===== config.mk =====
export PLATFORM = sky130hd
export DESIGN_NAME = frame_traffic_classifier_top
export DESIGN_NICKNAME = d
export VERILOG_FILES = /design/src/rtl/ftc_pkg.sv /design/src/rtl/ftc_front.sv /design/src/rtl/ftc_queue.sv /design/src/rtl/ftc_back.sv /design/src/rtl/frame_traffic_classifier_top.sv
export SDC_FILE = /design/constraint.sdc
export NUM_CORES = 2
export LEC_CHECK = 0
export BUFFER_PORTS_ARGS = -buffer_cell sky130_fd_sc_hd__buf_2
export CORE_ASPECT_RATIO = 2
export CORE_MARGIN = 3
export CORE_UTILIZATION = 61
export CTS_CLUSTER_DIAMETER = 100
export CTS_CLUSTER_SIZE = 20
export DETAILED_ROUTE_END_ITERATION = 8
export PLACE_DENSITY = 0.81
export SYNTH_ARGS = -nofsm -noshare
export SYNTH_HDL_FRONTEND = slang
export SYNTH_HIERARCHICAL = 1
export SYNTH_SLANG_ARGS = --single-unit

===== constraint.sdc =====
create_clock -name clk -period 13.5 [get_ports clk]
set_input_delay 2.025 -clock clk [delete_from_list [all_inputs] [get_ports clk]]
set_output_delay 2.025 -clock clk [all_outputs]
set_load 0.01 [all_outputs]

===== src/rtl/ftc_pkg.sv =====
// shared types and constants for the frame traffic classifier
package ftc_pkg;

    localparam int POS_W = 12;
    localparam int OFF_W = 13;

    localparam logic [POS_W-1:0] MAX_FRAME_BYTES = 12'd4095;
    localparam logic [POS_W-1:0] HEADER_BYTES    = 12'd30;
    localparam logic [POS_W-1:0] MIN_PAYLOAD     = 12'd20;
    localparam logic [POS_W-1:0] PORT_MARGIN     = 12'd4;
    localparam logic [POS_W-1:0] TEXT_MARGIN     = 12'd10;
    localparam logic [OFF_W-1:0] NONE_FOUND      = 13'h1FFF;

    localparam logic [55:0] TXT_MONITOR = 56'h6D6F6E69746F72;
    localparam logic [31:0] TXT_MQTT    = 32'h4D515454;
    localparam logic [39:0] TXT_ALERT   = 40'h616C657274;

    localparam logic [47:0]      OWN_MAC_RST    = 48'd0;
    localparam logic [15:0]      PORT_VALUE_RST = 16'd1883;
    localparam logic [POS_W-1:0] LIMIT_RST      = 12'd100;

    localparam int QUEUE_DEPTH = 4;
    localparam int QPTR_W      = $clog2(QUEUE_DEPTH);
    localparam int QCNT_W      = $clog2(QUEUE_DEPTH + 1);

    typedef enum logic [1:0] {
        OP_BYTE      = 2'd0,
        OP_IMG_START = 2'd1,
        OP_IMG_END   = 2'd2
    } opcode_t;

    typedef enum logic [1:0] {
        REG_OWN_MAC    = 2'd0,
        REG_PORT_VALUE = 2'd1,
        REG_LONG_LIMIT = 2'd2
    } reg_index_t;

    typedef enum logic [1:0] {
        ENT_FRAME,
        ENT_IMG_START,
        ENT_IMG_END
    } ent_kind_t;

    typedef struct packed {
        logic [1:0] opcode;
        logic [7:0] frame_byte;
        logic       is_data_frame;
        logic       last_byte;
    } item_t;

    typedef struct packed {
        logic        frame_counted;
        logic        own_frame;
        logic        marked_frame;
        logic [11:0] frame_length;
        logic [31:0] total_frames;
        logic [63:0] total_octets;
        logic [31:0] marked_frames;
        logic [63:0] marked_octets;
        logic [31:0] image_frames;
        logic [63:0] image_octets;
    } result_t;

    // verdict or window event handed from front to back
    typedef struct packed {
        ent_kind_t        kind;
        logic             counted;
        logic             own;
        logic             marked;
        logic [POS_W-1:0] len;
    } entry_t;

    function automatic logic [7:0] mac_byte(input logic [47:0] mac, input logic [2:0] k);
        logic [7:0] r;
        begin
            case (k)
                3'd0:    r = mac[47:40];
                3'd1:    r = mac[39:32];
                3'd2:    r = mac[31:24];
                3'd3:    r = mac[23:16];
                3'd4:    r = mac[15:8];
                3'd5:    r = mac[7:0];
                default: r = 8'd0;
            endcase
            return r;
        end
    endfunction

endpackage


===== src/rtl/ftc_front.sv =====
// front end: per-byte header compare, payload search and frame verdict
module ftc_front
    import ftc_pkg::*;
(
    input  logic         clk,
    input  logic         rst_n,
    input  logic         cfg_we,
    input  logic [1:0]   cfg_index,
    input  logic [47:0]  cfg_data,
    input  logic         push,
    input  item_t        item,
    input  logic         full,
    output logic         q_push,
    output entry_t       q_word
);

    logic [47:0]      own_mac_reg;
    logic [15:0]      port_value_reg;
    logic [POS_W-1:0] limit_reg;

    logic [POS_W-1:0] pos_reg, pos_next;
    logic             dts_reg, dts_next;
    logic             a1_reg, a1_next;
    logic             a2_reg, a2_next;
    logic [55:0]      recent_reg, recent_next;
    logic [OFF_W-1:0] port_off_reg, port_off_next;
    logic [OFF_W-1:0] text_off_reg, text_off_next;

    logic             acc;
    logic [7:0]       b;
    logic [POS_W-1:0] q;
    logic [OFF_W-1:0] t;
    logic [POS_W-1:0] len;
    logic [POS_W-1:0] dlen;
    logic             counted;
    logic             own;
    logic             marked;

    always_ff @(posedge clk or negedge rst_n)
    begin
        if (!rst_n)
        begin
            own_mac_reg    <= OWN_MAC_RST;
            port_value_reg <= PORT_VALUE_RST;
            limit_reg      <= LIMIT_RST;
        end
        else if (cfg_we)
        begin
            case (cfg_index)
                REG_OWN_MAC:    own_mac_reg    <= cfg_data;
                REG_PORT_VALUE: port_value_reg <= cfg_data[15:0];
                REG_LONG_LIMIT: limit_reg      <= cfg_data[POS_W-1:0];
                default:        ;
            endcase
        end
    end

    always_comb
    begin
        acc           = push && !full;
        b             = item.frame_byte;
        q             = pos_reg - HEADER_BYTES;
        t             = text_off_reg;
        pos_next      = pos_reg;
        dts_next      = dts_reg;
        a1_next       = a1_reg;
        a2_next       = a2_reg;
        recent_next   = recent_reg;
        port_off_next = port_off_reg;
        text_off_next = text_off_reg;
        len           = '0;
        dlen          = '0;
        counted       = 1'b0;
        own           = 1'b0;
        marked        = 1'b0;
        q_push        = 1'b0;
        q_word        = '{kind: ENT_FRAME, counted: 1'b0, own: 1'b0, marked: 1'b0, len: '0};

        if (acc && item.opcode == OP_BYTE)
        begin
            // bytes past the maximum length are dropped
            if (pos_reg != MAX_FRAME_BYTES)
            begin
                if (pos_reg == '0)
                    dts_next = item.is_data_frame;
                if (pos_reg >= 12'd4 && pos_reg <= 12'd9
                    && b != mac_byte(own_mac_reg, 3'(pos_reg - 12'd4)))
                    a1_next = 1'b0;
                if (pos_reg >= 12'd10 && pos_reg <= 12'd15
                    && b != mac_byte(own_mac_reg, 3'(pos_reg - 12'd10)))
                    a2_next = 1'b0;
                recent_next = {recent_reg[47:0], b};
                if (pos_reg >= HEADER_BYTES)
                begin
                    if (q != '0 && port_off_reg == NONE_FOUND
                        && ((recent_reg[7:0] == port_value_reg[15:8] && b == port_value_reg[7:0])
                         || (recent_reg[7:0] == port_value_reg[7:0] && b == port_value_reg[15:8])))
                        port_off_next = {1'b0, q - 12'd1};
                    // keep the earliest text start
                    if (recent_next == TXT_MONITOR && q >= 12'd6 && {1'b0, q - 12'd6} < t)
                        t = {1'b0, q - 12'd6};
                    if (recent_next[31:0] == TXT_MQTT && q >= 12'd3 && {1'b0, q - 12'd3} < t)
                        t = {1'b0, q - 12'd3};
                    if (recent_next[39:0] == TXT_ALERT && q >= 12'd4 && {1'b0, q - 12'd4} < t)
                        t = {1'b0, q - 12'd4};
                    text_off_next = t;
                end
                pos_next = pos_reg + 12'd1;
            end

            if (item.last_byte)
            begin
                len     = pos_next;
                dlen    = len - HEADER_BYTES;
                counted = dts_next && len >= HEADER_BYTES;
                own     = counted && (a1_next || a2_next);
                marked  = own && dlen > MIN_PAYLOAD
                          && ((port_off_next < {1'b0, dlen - PORT_MARGIN})
                           || (len > limit_reg)
                           || (text_off_next < {1'b0, dlen - TEXT_MARGIN}));
                q_push  = 1'b1;
                q_word  = '{kind: ENT_FRAME, counted: counted, own: own,
                            marked: marked, len: len};
                pos_next      = '0;
                dts_next      = 1'b0;
                a1_next       = 1'b1;
                a2_next       = 1'b1;
                recent_next   = '0;
                port_off_next = NONE_FOUND;
                text_off_next = NONE_FOUND;
            end
        end
        else if (acc && item.opcode == OP_IMG_START)
        begin
            q_push      = 1'b1;
            q_word.kind = ENT_IMG_START;
        end
        else if (acc && item.opcode == OP_IMG_END)
        begin
            q_push      = 1'b1;
            q_word.kind = ENT_IMG_END;
        end
    end

    always_ff @(posedge clk or negedge rst_n)
    begin
        if (!rst_n)
        begin
            pos_reg      <= '0;
            dts_reg      <= 1'b0;
            a1_reg       <= 1'b1;
            a2_reg       <= 1'b1;
            recent_reg   <= '0;
            port_off_reg <= NONE_FOUND;
            text_off_reg <= NONE_FOUND;
        end
        else
        begin
            pos_reg      <= pos_next;
            dts_reg      <= dts_next;
            a1_reg       <= a1_next;
            a2_reg       <= a2_next;
            recent_reg   <= recent_next;
            port_off_reg <= port_off_next;
            text_off_reg <= text_off_next;
        end
    end

endmodule


===== src/rtl/ftc_queue.sv =====
// short queue of verdicts and window events between front and back
module ftc_queue
    import ftc_pkg::*;
(
    input  logic   clk,
    input  logic   rst_n,
    input  logic   wr,
    input  entry_t wr_word,
    output logic   full,
    input  logic   rd,
    output entry_t rd_word,
    output logic   empty
);

    entry_t              mem_reg [QUEUE_DEPTH];
    logic [QPTR_W-1:0]   wr_ptr_reg, wr_ptr_next;
    logic [QPTR_W-1:0]   rd_ptr_reg, rd_ptr_next;
    logic [QCNT_W-1:0]   cnt_reg, cnt_next;
    logic                do_wr;
    logic                do_rd;

    always_comb
    begin
        full        = cnt_reg == QCNT_W'(QUEUE_DEPTH);
        empty       = cnt_reg == '0;
        rd_word     = mem_reg[rd_ptr_reg];
        do_wr       = wr && !full;
        do_rd       = rd && !empty;
        wr_ptr_next = do_wr ? wr_ptr_reg + 1'b1 : wr_ptr_reg;
        rd_ptr_next = do_rd ? rd_ptr_reg + 1'b1 : rd_ptr_reg;
        cnt_next    = cnt_reg + QCNT_W'(do_wr) - QCNT_W'(do_rd);
    end

    always_ff @(posedge clk)
    begin
        if (do_wr)
            mem_reg[wr_ptr_reg] <= wr_word;
    end

    always_ff @(posedge clk or negedge rst_n)
    begin
        if (!rst_n)
        begin
            wr_ptr_reg <= '0;
            rd_ptr_reg <= '0;
            cnt_reg    <= '0;
        end
        else
        begin
            wr_ptr_reg <= wr_ptr_next;
            rd_ptr_reg <= rd_ptr_next;
            cnt_reg    <= cnt_next;
        end
    end

endmodule


===== src/rtl/ftc_back.sv =====
// back end: traffic counters, image window and result register
module ftc_back
    import ftc_pkg::*;
(
    input  logic    clk,
    input  logic    rst_n,
    input  logic    q_empty,
    input  entry_t  q_word,
    output logic    q_pop,
    output logic    empty,
    input  logic    pop,
    output result_t result
);

    logic [31:0] fc_reg, fc_next;
    logic [63:0] oc_reg, oc_next;
    logic [31:0] mc_reg, mc_next;
    logic [63:0] mo_reg, mo_next;
    logic [31:0] ic_reg, ic_next;
    logic [63:0] io_reg, io_next;
    logic        win_reg, win_next;
    logic        out_valid_reg, out_valid_next;
    result_t     out_reg, out_next;
    logic        out_free;
    logic [63:0] len64;

    always_comb
    begin
        out_free       = !out_valid_reg || pop;
        q_pop          = !q_empty && (q_word.kind != ENT_FRAME || out_free);
        len64          = {52'd0, q_word.len};
        fc_next        = fc_reg;
        oc_next        = oc_reg;
        mc_next        = mc_reg;
        mo_next        = mo_reg;
        ic_next        = ic_reg;
        io_next        = io_reg;
        win_next       = win_reg;
        out_next       = out_reg;
        out_valid_next = out_valid_reg && !pop;

        if (q_pop)
        begin
            case (q_word.kind)
                ENT_FRAME:
                begin
                    if (q_word.counted)
                    begin
                        fc_next = fc_reg + 32'd1;
                        oc_next = oc_reg + len64;
                    end
                    if (q_word.marked)
                    begin
                        mc_next = mc_reg + 32'd1;
                        mo_next = mo_reg + len64;
                        if (win_reg)
                        begin
                            ic_next = ic_reg + 32'd1;
                            io_next = io_reg + len64;
                        end
                    end
                    out_valid_next = 1'b1;
                    out_next = '{frame_counted: q_word.counted, own_frame: q_word.own,
                                 marked_frame: q_word.marked, frame_length: q_word.len,
                                 total_frames: fc_next, total_octets: oc_next,
                                 marked_frames: mc_next, marked_octets: mo_next,
                                 image_frames: ic_next, image_octets: io_next};
                end
                ENT_IMG_START:
                begin
                    win_next = 1'b1;
                    ic_next  = '0;
                    io_next  = '0;
                end
                ENT_IMG_END:
                    win_next = 1'b0;
                default: ;
            endcase
        end
    end

    always_ff @(posedge clk)
    begin
        out_reg <= out_next;
    end

    always_ff @(posedge clk or negedge rst_n)
    begin
        if (!rst_n)
        begin
            fc_reg        <= '0;
            oc_reg        <= '0;
            mc_reg        <= '0;
            mo_reg        <= '0;
            ic_reg        <= '0;
            io_reg        <= '0;
            win_reg       <= 1'b0;
            out_valid_reg <= 1'b0;
        end
        else
        begin
            fc_reg        <= fc_next;
            oc_reg        <= oc_next;
            mc_reg        <= mc_next;
            mo_reg        <= mo_next;
            ic_reg        <= ic_next;
            io_reg        <= io_next;
            win_reg       <= win_next;
            out_valid_reg <= out_valid_next;
        end
    end

    assign empty  = !out_valid_reg;
    assign result = out_reg;

endmodule


===== src/rtl/frame_traffic_classifier_top.sv =====
// top level of the frame traffic classifier
//
//  channel   ports                           handshake
//  input     item, push, full                word taken when push && !full
//  result    result, empty, pop              word taken when pop && !empty
//  config    cfg_we, cfg_index, cfg_data     written when cfg_we
//
// one input word per cycle while full is low; a final byte's verdict goes into
// the queue, then the back end updates the counters and registers the result
// the four-entry queue between front and back and the result register let
// input continue while a result waits; full rises only when the queue fills
// reset clears all counters, the image window and per-frame state
module frame_traffic_classifier_top
    import ftc_pkg::*;
(
    input  logic        clk,
    input  logic        rst_n,
    input  logic        cfg_we,
    input  logic [1:0]  cfg_index,
    input  logic [47:0] cfg_data,
    input  logic        push,
    input  item_t       item,
    output logic        full,
    output logic        empty,
    input  logic        pop,
    output result_t     result
);

    logic   q_push;
    entry_t q_wr_word;
    logic   q_pop;
    entry_t q_rd_word;
    logic   q_empty;

    ftc_front u_front (
        .clk       (clk),
        .rst_n     (rst_n),
        .cfg_we    (cfg_we),
        .cfg_index (cfg_index),
        .cfg_data  (cfg_data),
        .push      (push),
        .item      (item),
        .full      (full),
        .q_push    (q_push),
        .q_word    (q_wr_word)
    );

    ftc_queue u_queue (
        .clk     (clk),
        .rst_n   (rst_n),
        .wr      (q_push),
        .wr_word (q_wr_word),
        .full    (full),
        .rd      (q_pop),
        .rd_word (q_rd_word),
        .empty   (q_empty)
    );

    ftc_back u_back (
        .clk     (clk),
        .rst_n   (rst_n),
        .q_empty (q_empty),
        .q_word  (q_rd_word),
        .q_pop   (q_pop),
        .empty   (empty),
        .pop     (pop),
        .result  (result)
    );

endmodule

==> flow_metrics.tcl <==
set metrics [dict create \
    post_cts_buffers 0 \
    crit_top_cell "ha_1" \
    period_minus_slack_ns 12.01 \
    cts_resized 0 \
    setup_tns_ns 0 \
    cp_slowest_cell "dfrtp_1" \
    yosysTopAreaCell "edfxtp_1" \
    grt_first_pass_wirelength_mm 190 \
    portBuffers 371 \
    die-area_sq_mm 0.0759 \
    dieWidth_microns 196 \
    final_util 0.670 \
    fin_worst_skew_ns 0.0385 \
    cp-end-kind "flop" \
    ys.flop_type "dfrtp_1" \
    cts_buffers 47 \
    ys_seq_elements 833 \
    report.final.slew_viol_count 0 \
    synth_fp_nets 4243 \
    synth.most_common_cell "dfrtp_1" \
    fin_cells 5240 \
    dp_cells 5151 \
    fmax_ghz 0.0832 \
    synth_edf_count 371 \
    drtIter0Drc 2852 \
    area_growth_pct 8.78 \
    rows 139 \
    holdBufCountCts 0 \
    cap_violations 0 \
    vias 33300 \
    cts_num_sinks 833 \
    path_delay_family "compound AO/OA/AOI/OAI gates" \
    die_h_microns 387 \
    grt_max_degree 147 \
    clk_pin_slew_ns 0.10 \
    core_sq_mm 0.0718 \
    wl_per_cell_microns 23.5 \
    netlist_top_cells_count "dfrtp_1, edfxtp_1, nand2_1, xor2_1, xnor2_1" \
    critPathMaxFanout 20 \
    async_reset_ff_frac 0.555 \
    start_util 0.615 \
    largest_register_ffs 303 \
    clk_latency_ns 0.65 \
    cp.buffers_inverters 3 \
    fin_crit_sh 0.890 \
    status "finished, final reports clean" \
    netlist.area_leader.share 0.252 \
    cts_tree "built" \
    ys_seq_area_frac 0.515 \
    tightest_slew_ns 1.21 \
    syn_inst 4037 \
    p_leak_nw 20.8 \
    synth.cell_area_sq_mm 0.0442 \
    p_per_area_mw_per_mm2 193 \
    max_stage_delay_ns 0.86 \
    grt_pass1_vias 32900 \
    dp_hpwl_mm 90.9 \
    io_pins 372 \
    path_class "flop to flop" \
    critPathArrivalTime_ns 12.45 \
    routed_via_density 6.35 \
    yosys-top-cells-area "edfxtp_1, dfrtp_1, xor2_1, xnor2_1, ha_1" \
    place_congestion 0.999 \
    drt-pass1-iter-count 8 \
    drive_gt1_frac 0.162 \
    drc_errors 0 \
    start_kind "flop" \
    cts.htree.levels 2 \
    relSlewSlack 0.189 \
    grt_setup_unrepaired "no" \
    cts_max_path_buffers 3 \
    drt_wl_total_mm 123 \
    fin_nets 4490 \
    cp_data_required_time_ns 13.94 \
    final_antenna_net_count 0 \
    hold_path_class "flop to flop" \
    gr-total-overflow 0 \
    cts-root-buf "clkbuf_16" \
    finalSetupViolCount 0 \
    grt_use_total 0.318 \
    ir_drop_mv 0.139 \
    report.final.hold_viol_count 0 \
    ys.warnings.count 6 \
    postSynthAreaPerCell_sq_um 11.0 \
    ys_types 105 \
    antenna_found_initial 3 \
]
area by class of cell:
cell class	count	area, sq um
Timing Repair Buffer	405	2130
Sequential cell	833	22800
Clock inverter	2	27.5
Multi-Input combinational cell	2885	20200
Inverter	112	428
Clock buffer	86	1380
Fill cell	5510	23700
Antenna cell	1	2.50
Tap cell	916	1150
final timing paths:
kind / startpoint / end / slack (ns) / depth (start not counted)
min in group asynchronous: rst_n / u_back/oc_reg[63] / 1.38 / 1
max: u_front/pos_reg[1] / u_queue/mem_reg[1][12] / 1.49 / 47
max in group asynchronous: rst_n / u_back/mo_reg[55] / 9.70 / 3
min reg2reg: u_front/port_off_reg[0] / u_front/port_off_reg[0] / 0.49 / 2
max reg2reg: u_front/pos_reg[1] / u_queue/mem_reg[1][12] / 1.49 / 47
min: u_front/port_off_reg[0] / u_front/port_off_reg[0] / 0.49 / 2
per-layer routing:
| layer | track usage | wire, microns | vias to the layer above |
|---|---|---|---|
| met3 | 0.0440 | 7430 | 380 |
| met2 | 0.570 | 63800 | 1466 |
| met4 | 0.174 | 8090 | 2 |
| met1 | 0.363 | 43800 | 16300 |
| li1 | - | - | 15100 |
| met5 | 0 | 15 | - |
power breakdown:
group | internal, W | leakage, nW | switching, W | total (W)
logic | 0.00143 | 10.4 | 0.00267 | 0.00409
registers | 0.00330 | 9.75 | 0.000370 | 0.00367
clock network | 0.000695 | 0.663 | 0.000832 | 0.00153
total | 0.00542 | 20.8 | 0.00387 | 0.00929
worst min-delay path, cell delays in order (launching register included):
cell     delay (ns)
dfstp_2        0.39
o31ai_1        0.06
nand2_1        0.05
cells in the final DEF (no fill, tap or decap), drive strengths merged, types with 135 or more instances in the layout:
cell    Yosys  final
ha        135    135
edfxtp    371    371
xnor2     278    278
nand2     368    368
xor2      285    285
o21ai     153    153
buf        63    405
dfrtp     423    423
nand3     151    151
nor2      277    277
cell families after synthesis:
group           after synthesis  synth area share
compound gates              646            0.0994
flops                       833             0.515
xor+xnor                    563             0.112
buf+inv                     319            0.0293
mux                         163            0.0463
fa+ha+maj                   139            0.0400
simple gates               1374             0.159
stage by stage:
stage          setup WS [ns]  area, sq um  hold WS, ns  total power (W)
2_1_floorplan           1.65        44200        0.450          0.00649
3_3_place_gp            1.72        46700        0.466          0.00766
3_5_place_dp            1.67        46700        0.474          0.00775
4_1_cts                 1.62        48100        0.484          0.00929
5_1_grt                0.598        48100        0.513          0.00980
6_report                1.49        48100        0.492          0.00929
Note: power is estimated with default switching activity, not from simulation.
